**src/design/assert_macros.svh**
```systemverilog
// Assertion macros used by the top-level design file.
`ifndef ASSERT_MACROS_SVH
`define ASSERT_MACROS_SVH

// Clocked check, off while reset is low.
`define FLS_ASSERT(lbl, prop, msg) \
  lbl: assert property (@(posedge clk_i) disable iff (!rst_ni) (prop)) else $error(msg);

// Condition that must never be true at a clock edge.
`define FLS_NEVER(lbl, cond, msg) \
  `FLS_ASSERT(lbl, !(cond), msg)

`endif

```
**src/design/fls_pkg.sv**
```systemverilog
// Package for the free-list slot allocator: sizes, codes and types.
`timescale 1ns / 1ps
package fls_pkg;

  localparam int SLOTS  = 256;
  localparam int SLOT_W = 8;
  localparam int CNT_W  = 9;

  typedef enum logic [1:0] {
    OP_ALLOC   = 2'd0,
    OP_FREE    = 2'd1,
    OP_REBUILD = 2'd2,
    OP_NOP     = 2'd3
  } op_e;

  typedef enum logic [1:0] {
    ST_OK           = 2'd0,
    ST_EXHAUSTED    = 2'd1,
    ST_NOT_IN_USE   = 2'd2,
    ST_OUT_OF_RANGE = 2'd3
  } status_e;

  typedef enum logic {
    FSM_IDLE = 1'b0,
    FSM_EXEC = 1'b1
  } fsm_e;

  typedef struct packed {
    logic              mark;
    logic [SLOT_W-1:0] link;
  } slot_word_t;

  typedef struct packed {
    logic [SLOT_W-1:0] granted_slot;
    status_e           status;
    logic [CNT_W-1:0]  slots_in_use;
  } rsp_t;

endpackage

```
**src/design/fls_ifs.sv**
```systemverilog
// Channel interfaces: request, response and configuration write.
`timescale 1ns / 1ps
interface fls_req_if;
  logic                        valid;
  logic                        ready;
  fls_pkg::op_e                opcode;
  logic [fls_pkg::SLOT_W-1:0]  slot_index;
  modport source (output valid, opcode, slot_index, input ready);
  modport sink   (input valid, opcode, slot_index, output ready);
endinterface

interface fls_rsp_if;
  logic                        valid;
  logic                        ready;
  logic [fls_pkg::SLOT_W-1:0]  granted_slot;
  fls_pkg::status_e            status;
  logic [fls_pkg::CNT_W-1:0]   slots_in_use;
  modport source (output valid, granted_slot, status, slots_in_use, input ready);
  modport sink   (input valid, granted_slot, status, slots_in_use, output ready);
endinterface

interface fls_cfg_if;
  logic                        valid;
  logic                        ready;
  logic [fls_pkg::CNT_W-1:0]   data;
  modport source (output valid, data, input ready);
  modport sink   (input valid, data, output ready);
endinterface

```
**src/design/free_list_slot_allocator_top.sv**
```systemverilog
// Top level of the free-list slot allocator.
//
//  channel  dir  signals                                   transaction
//  req_i    in   valid ready opcode slot_index             one operation
//  rsp_o    out  valid ready granted_slot status slots_in_use  one result
//  cfg_i    in   valid ready data                          pool_size write
//
//  An operation first reads the slot word (mark + link) from the slot RAM,
//  then decides, writes the word back and loads the result. The single
//  RAM port pair limits the block to one operation in flight. Reset and
//  rebuild clear a per-slot valid vector, so no clearing pass runs; an
//  invalid slot reads as unmarked, linking to i+1. A held result stalls
//  only the decide step; the result register lets the next operation
//  enter while the previous result waits.
`timescale 1ns / 1ps
`include "assert_macros.svh"
module free_list_slot_allocator_top (
  input  logic       clk_i,
  input  logic       rst_ni,
  fls_req_if.sink    req_i,
  fls_rsp_if.source  rsp_o,
  fls_cfg_if.sink    cfg_i
);
  import fls_pkg::*;

  fsm_e              state_q, state_d;
  op_e               op_q;
  logic [SLOT_W-1:0] addr_q;      // slot read when the operation is accepted
  logic              hit_q;       // valid bit of that slot
  logic [CNT_W-1:0]  pool_q;      // written size, used at next rebuild
  logic [CNT_W-1:0]  act_q, act_d;
  logic [SLOT_W-1:0] head_q, head_d;
  logic [CNT_W-1:0]  used_q, used_d;
  logic [SLOTS-1:0]  vld_q;
  rsp_t              rsp_q, rsp_d;
  logic              out_vld_q;

  logic              accept, finish, clear_vld;
  logic              we;
  slot_word_t        wdata, rdata, word;
  logic [SLOT_W-1:0] raddr;

  function automatic logic [CNT_W-1:0] clamp_size(logic [CNT_W-1:0] v);
    if (v == '0) begin
      return CNT_W'(1);
    end else if (v > CNT_W'(SLOTS)) begin
      return CNT_W'(SLOTS);
    end
    return v;
  endfunction

  assign req_i.ready = (state_q == FSM_IDLE);
  assign accept      = req_i.valid && req_i.ready;
  assign finish      = (state_q == FSM_EXEC) && (!out_vld_q || rsp_o.ready);
  assign raddr       = (req_i.opcode == OP_FREE) ? req_i.slot_index : head_q;

  // Slot never written since rebuild: free, linked to the next index.
  assign word = hit_q ? rdata : slot_word_t'{mark: 1'b0, link: addr_q + SLOT_W'(1)};

  fls_ram #(
    .WIDTH ($bits(slot_word_t)),
    .DEPTH (SLOTS)
  ) u_ram (
    .clk_i   (clk_i),
    .we_i    (we),
    .waddr_i (addr_q),
    .wdata_i (wdata),
    .re_i    (accept),
    .raddr_i (raddr),
    .rdata_o (rdata)
  );

  always_comb begin
    state_d   = state_q;
    act_d     = act_q;
    head_d    = head_q;
    used_d    = used_q;
    we        = 1'b0;
    wdata     = word;
    clear_vld = 1'b0;
    rsp_d     = rsp_q;
    unique case (state_q)
      FSM_IDLE: begin
        if (accept) begin
          state_d = FSM_EXEC;
        end
      end
      FSM_EXEC: begin
        if (finish) begin
          state_d            = FSM_IDLE;
          rsp_d.granted_slot = '0;
          rsp_d.status       = ST_OK;
          unique case (op_q)
            OP_ALLOC: begin
              if (used_q >= act_q) begin
                rsp_d.status = ST_EXHAUSTED;
              end else begin
                rsp_d.granted_slot = head_q;
                we                 = 1'b1;
                wdata              = '{mark: 1'b1, link: word.link};
                head_d             = word.link;
                used_d             = used_q + CNT_W'(1);
              end
            end
            OP_FREE: begin
              if ({1'b0, addr_q} >= act_q) begin
                rsp_d.status = ST_OUT_OF_RANGE;
              end else if (!word.mark) begin
                rsp_d.status = ST_NOT_IN_USE;
              end else begin
                we     = 1'b1;
                wdata  = '{mark: 1'b0, link: head_q};
                head_d = addr_q;
                if (used_q != '0) begin
                  used_d = used_q - CNT_W'(1);
                end
              end
            end
            OP_REBUILD: begin
              act_d     = clamp_size(pool_q);
              clear_vld = 1'b1;
              head_d    = '0;
              used_d    = '0;
            end
            OP_NOP: begin
            end
            default: begin
            end
          endcase
          rsp_d.slots_in_use = used_d;
        end
      end
      default: state_d = FSM_IDLE;
    endcase
  end

  always_ff @(posedge clk_i or negedge rst_ni) begin
    if (!rst_ni) begin
      state_q   <= FSM_IDLE;
      pool_q    <= CNT_W'(SLOTS);
      act_q     <= CNT_W'(SLOTS);
      head_q    <= '0;
      used_q    <= '0;
      vld_q     <= '0;
      out_vld_q <= 1'b0;
    end else begin
      state_q <= state_d;
      act_q   <= act_d;
      head_q  <= head_d;
      used_q  <= used_d;
      if (cfg_i.valid) begin
        pool_q <= cfg_i.data;
      end
      if (clear_vld) begin
        vld_q <= '0;
      end else if (we) begin
        vld_q[addr_q] <= 1'b1;
      end
      if (finish) begin
        out_vld_q <= 1'b1;
      end else if (rsp_o.ready) begin
        out_vld_q <= 1'b0;
      end
    end
  end

  // Operation payload, no reset needed.
  always_ff @(posedge clk_i) begin
    if (accept) begin
      op_q   <= req_i.opcode;
      addr_q <= raddr;
      hit_q  <= vld_q[raddr];
    end
    rsp_q <= rsp_d;
  end

  assign cfg_i.ready        = 1'b1;
  assign rsp_o.valid        = out_vld_q;
  assign rsp_o.granted_slot = rsp_q.granted_slot;
  assign rsp_o.status       = rsp_q.status;
  assign rsp_o.slots_in_use = rsp_q.slots_in_use;

  `FLS_ASSERT(a_count_le_size, used_q <= act_q, "allocated count above pool size")
  `FLS_NEVER(a_no_accept_busy, (state_q == FSM_EXEC) && req_i.ready, "accept while busy")
  `FLS_ASSERT(a_grant_in_range, rsp_o.valid |-> ({1'b0, rsp_o.granted_slot} < act_q), "grant out of range")
  `FLS_ASSERT(a_exhausted_full, (rsp_o.valid && rsp_o.status == ST_EXHAUSTED) |-> (rsp_o.slots_in_use == act_q), "exhausted but not full")

endmodule

```
**src/design/fls_ram.sv**
```systemverilog
// Generic single-write, single-read RAM with registered read data.
`timescale 1ns / 1ps
module fls_ram #(
  parameter int WIDTH  = 9,
  parameter int DEPTH  = 256,
  parameter int ADDR_W = $clog2(DEPTH)
) (
  input  logic              clk_i,
  input  logic              we_i,
  input  logic [ADDR_W-1:0] waddr_i,
  input  logic [WIDTH-1:0]  wdata_i,
  input  logic              re_i,
  input  logic [ADDR_W-1:0] raddr_i,
  output logic [WIDTH-1:0]  rdata_o
);

  logic [WIDTH-1:0] mem [DEPTH];

  always_ff @(posedge clk_i) begin
    if (we_i) begin
      mem[waddr_i] <= wdata_i;
    end
  end

  always_ff @(posedge clk_i) begin
    if (re_i) begin
      rdata_o <= mem[raddr_i];
    end
  end

endmodule

```
**src/flat_wrapper.sv**
```systemverilog
// flat-port wrapper written by rule: the top's interface ports become plain ports
module free_list_slot_allocator_top_flat import fls_pkg::*;
  (clk_i, rst_ni, req_i_valid, req_i_opcode, req_i_slot_index, req_i_ready, rsp_o_valid, rsp_o_granted_slot, rsp_o_status, rsp_o_slots_in_use, rsp_o_ready, cfg_i_valid, cfg_i_data, cfg_i_ready);
  fls_req_if req_i_i ();
  fls_rsp_if rsp_o_i ();
  fls_cfg_if cfg_i_i ();
  input  logic clk_i;
  input  logic rst_ni;
  input wire logic [$bits(req_i_i.valid)-1:0] req_i_valid;
  input wire logic [$bits(req_i_i.opcode)-1:0] req_i_opcode;
  input wire logic [$bits(req_i_i.slot_index)-1:0] req_i_slot_index;
  output wire logic [$bits(req_i_i.ready)-1:0] req_i_ready;
  output wire logic [$bits(rsp_o_i.valid)-1:0] rsp_o_valid;
  output wire logic [$bits(rsp_o_i.granted_slot)-1:0] rsp_o_granted_slot;
  output wire logic [$bits(rsp_o_i.status)-1:0] rsp_o_status;
  output wire logic [$bits(rsp_o_i.slots_in_use)-1:0] rsp_o_slots_in_use;
  input wire logic [$bits(rsp_o_i.ready)-1:0] rsp_o_ready;
  input wire logic [$bits(cfg_i_i.valid)-1:0] cfg_i_valid;
  input wire logic [$bits(cfg_i_i.data)-1:0] cfg_i_data;
  output wire logic [$bits(cfg_i_i.ready)-1:0] cfg_i_ready;
  assign req_i_i.valid = req_i_valid;
  assign req_i_i.opcode = req_i_opcode;
  assign req_i_i.slot_index = req_i_slot_index;
  assign req_i_ready = req_i_i.ready;
  assign rsp_o_valid = rsp_o_i.valid;
  assign rsp_o_granted_slot = rsp_o_i.granted_slot;
  assign rsp_o_status = rsp_o_i.status;
  assign rsp_o_slots_in_use = rsp_o_i.slots_in_use;
  assign rsp_o_i.ready = rsp_o_ready;
  assign cfg_i_i.valid = cfg_i_valid;
  assign cfg_i_i.data = cfg_i_data;
  assign cfg_i_ready = cfg_i_i.ready;
  free_list_slot_allocator_top u_core (.clk_i(clk_i), .rst_ni(rst_ni), .req_i(req_i_i), .rsp_o(rsp_o_i), .cfg_i(cfg_i_i));
endmodule
```
**config.mk**
```make
export PLATFORM = sky130hd
export DESIGN_NAME = free_list_slot_allocator_top_flat
export DESIGN_NICKNAME = d
export VERILOG_FILES = /design/src/design/fls_pkg.sv /design/src/design/fls_ifs.sv /design/src/design/free_list_slot_allocator_top.sv /design/src/design/fls_ram.sv /design/src/flat_wrapper.sv
export VERILOG_INCLUDE_DIRS = /design/src /design/src/design
export SDC_FILE = /design/constraint.sdc
export NUM_CORES = 2
export LEC_CHECK = 0
export BUFFER_PORTS_ARGS = -buffer_cell sky130_fd_sc_hd__buf_2
export CORE_MARGIN = 3
export CORE_UTILIZATION = 45
export DETAILED_ROUTE_END_ITERATION = 12
export PLACE_DENSITY = 0.6
export RECOVER_POWER = 50
export SLEW_MARGIN = 0
export SYNTH_ARGS = -nofsm -noshare
export SYNTH_HDL_FRONTEND = slang
export SYNTH_SLANG_ARGS = --single-unit
```
**constraint.sdc**
```tcl
create_clock -name clk_i -period 17.2 [get_ports clk_i]
set_clock_uncertainty 0.1 [all_clocks]
set_input_delay 3.44 -clock clk_i [delete_from_list [all_inputs] [get_ports clk_i]]
set_output_delay 3.44 -clock clk_i [all_outputs]
set_load 0.02 [all_outputs]
```
==> out/qor.csv <==
stage,metric,value,unit
outcome,status,"complete, but fails checks",
outcome,failing checks,"max-capacitance violations, max-slew violations",
power_and_ir_drop,Leak Pwr,38.8,nW
final_layout,Final nets,6959,
cts,H-tree levels,5,
final_layout,share of cells above drive strength 1,14.4,%
grt,first-pass GRT wire length,481000,um
yosys,share of the synthesized area in the top cell type,67.0,%
yosys,Synth Register Bits,2636,
worst_setup_path,number of cells on the critical path,9,
worst_setup_path,RR Startpoint,u_core.used_q[0],
worst_setup_path,R2R cell count,10,
cts,clock buffer count from CTS,284,
worst_setup_path,"Slowest-stage cell, CP",o21ai_0,
cts,clock buffer depth,4,
sta,relative max-transition margin,-324,%
worst_setup_path,WS Path Type,in2reg,
hold_path,Min-Delay Path Class,reg2reg,
worst_setup_path,Startpoint Class,input pin,
floorplanning,Boundary Pins,46,
hold_path,WHS Path Cells,2,
yosys,Gate Count Post-Synth,6679,
floorplanning,Core Area,231000,um2
yosys,syn avg cell area,15.7,um2
cts,CTS tree,done,
drt,Avg WL per Cell,33.7,um
place,HPWL Detailed,206000,um
worst_setup_path,CP required,17670,ps
floorplanning,Die Y,489,um
floorplanning,die width,489,um
cts,postcts setup bufs,0,
final_layout,final instance area,118000,um2
worst_setup_path,crit path buf inv count,5,
drt,vias per cell,6.49,
yosys,mapped cell area,105000,um2
power_and_ir_drop,PwrDens,162,nW/um2
sta,Tcrit/Tclk final,70.3,%
cts,Root Driver,clkbuf_16,
grt,largest net degree at the start of global routing,225,
sta,RSZ-0062 raised after global routing,no,
yosys,synth warn,0,
final_layout,multi-input logic area,25500,um2
yosys,async set-reset flop share out of synthesis,11.1,%
grt,GR Util All Layers,28.3,%
sta,Final Hold Fails,0,
worst_setup_path,CP top delay family,buffers and inverters,
sta,setup ws final,5100,ps
final_layout,Layout Area Growth over Synthesis,12.5,%
yosys,Post-synth top cells,"edfxtp_1, nand2_1, dfrtp_1, mux4_2, nand3_1",
yosys,count of unique library cells instantiated by Yosys,92,
drt,DRT iter0 DRCs,9864,
cts,post-cts sizing count,0,
cts,clk_lat worst skew,940,ps
final_layout,register area,77700,um2
hold_path,min-delay src,u_core.vld_q[23],
cts,register clock-pin slew on the reported worst setup and hold paths,60,ps
floorplanning,DIE AREA,239000,um2
worst_setup_path,"Largest stage delay, worst path",3880,ps
place,GPL Wtd Cong,0.937,
sta,"Setup violations, final",0,
power_and_ir_drop,Worst IR Drop VDD,0.189,mV
place,Port Buffer Count,44,
flow_run,MaxCap Viol Count,44,
place,Post-Place Setup Slack,7830,ps
yosys,most frequent cell after synthesis,edfxtp_1,
yosys,Post-Syn Nets,6731,
sta,Slew @ Worst Pin,6360,ps
floorplanning,Starting Density,45.5,%
worst_setup_path,flop2flop setup slack,7260,ps
final_layout,Filler cells,18900,
drt,vias,65800,
yosys,Synth area leader,edfxtp_1,
grt,antenna violations before repair,37,
sta,Max Clk Rate,82.6,MHz
floorplanning,FP Rows,176,
grt,total grt overflow,0,
worst_setup_path,CP Capture Type,flop,
sta,Final Max Slew Viols,1673,
yosys,most used flip-flop cell after synthesis,edfxtp_1,
drt,Remaining DRCs,0,
sta,setup TNS,0,ps
cts,clock sink count,2636,
yosys,"EDFF count, synth",2343,
sta,fin crit period,12100,ps
drt,Pre-antenna DRT Iters,7,
grt,vias in the first global route,62700,
cts,"Hold-fix buffers, CTS",0,
drt,ANT nets after route,0,
hold_path,Hold Path End,u_core.vld_q[23],
worst_setup_path,FF-to-FF End,u_core.u_ram.mem[108][1],
worst_setup_path,CP Max Fanout,72,
worst_setup_path,WP data arrival,12570,ps
yosys,sequential share of the synthesized area,74.0,%
place,Placed Area,111000,um2
drt,Post-Route WL,341000,um
worst_setup_path,crit-path cells,buf_2 > nand2b_1 > nand2_1 > clkbuf_1 > nor3_1 > clkbuf_1 > o21ai_0 > buf_4 > buf_4,
yosys,top area cells in the synthesized netlist,"edfxtp_1, dfrtp_1, mux4_2",
cell families (layout without fill, tap and decap cells):
group / Yosys count / count (layout) / share of synthesized area, %
other cells: 1 / 14 / 0.00357
simple gates: 1978 / 1978 / 8.44
xor+xnor: 5 / 5 / 0.0417
compound gates: 1101 / 1101 / 7.33
flops: 2636 / 2636 / 74.0
fa+ha+maj: 28 / 28 / 0.334
buf+inv: 491 / 913 / 2.18
mux: 439 / 439 / 7.67
area by class of cell:
cell class / count / area share, %
Inverter: 38 / 0.156
Clock inverter: 112 / 0.657
Tap cell: 3026 / 3.21
Multi-Input combinational cell: 3552 / 21.6
Sequential cell: 2636 / 65.8
Antenna cell: 13 / 0.0275
Clock buffer: 368 / 6.52
Timing Repair Buffer: 395 / 2.06
report_power, final:
part           switching [mW]  internal (mW)  leakage, nW
Sequential              0.105           8.07         25.2
Combinational            3.95           1.22         9.40
Clock                    2.45           3.28         4.17
how the worst max path moves through the flow:
stage	slack (ps)	start	endpoint
6_report	5100	rsp_o_ready	u_core.u_ram.mem[182][5]
3_3_place_gp	5470	req_i_opcode[1]	u_core.u_ram.rdata_o[5]
2_1_floorplan	1030	rsp_o_ready	u_core.u_ram.mem[0][6]
4_1_cts	8820	req_i_opcode[1]	u_core.u_ram.rdata_o[3]
5_1_grt	4750	rst_ni	u_core.vld_q[83]
3_5_place_dp	7830	req_i_opcode[1]	u_core.u_ram.rdata_o[3]
through the flow:
step	utilization [%]	hold WS (ps)	instances	total power, mW
5_1_grt	51.1	400	10100	19.6
3_5_place_dp	47.9	370	9646	13.3
2_1_floorplan	-	338	6679	11.6
4_1_cts	51.6	383	10100	19.0
6_report	51.1	380	10100	19.1
3_3_place_gp	47.9	352	9639	13.3
routing by layer:
layer  track usage [%]  vias to the layer above  share of wire, %
li1                  -                    26600                 -
met1              39.9                    33900                39
met2              40.9                     4321                43
met3              8.60                      914                13
met4              12.0                       16               5.1
met5                 0                        -             0.035
layout by cell type (no fill, tap or decap), types with 81 or more instances in the layout:
master	netlist	layout
a21oi_1	183	184
a22o_1	115	115
a22oi_1	95	95
buf_4	16	215
clkbuf_1	226	215
clkbuf_16	0	291
dfrtp_1	291	291
edfxtp_1	2343	2343
mux2i_1	126	123
mux4_2	290	290
nand2_1	1068	1061
nand3_1	276	276
nand4_1	81	81
nor2_1	175	169
nor3_1	168	154
o21a_1	89	89
o21ai_0	154	154
sequential cells by signal, indices dropped and copies added (netlist names):
signal,count
u_core.u_ram.mem,2304
u_core.vld_q,256
u_core.act_q,9
u_core.pool_q,9
u_core.rsp_o.slots_in_use,9
u_core.u_ram.rdata_o,9
u_core.used_q,9
u_core.addr_q,8
u_core.head_q,8
u_core.rsp_o.granted_slot,8
u_core.op_q,2
u_core.rsp_o.status,2
u_core.hit_q,1
u_core.rsp_o.valid,1
u_core.state_q,1
worst reg2reg max path, cell delays in order, from the launching register on:
cell and delay, ps:
dfrtp_1 550, inv_1 160, ha_1 300, nand2b_1 90, a21o_1 110, a21oi_1 70
o21ai_0 390, a21oi_1 310, nor2_4 150, clkbuf_1 4170, nor4_1 2510
Power figures use the tool's default switching activity.
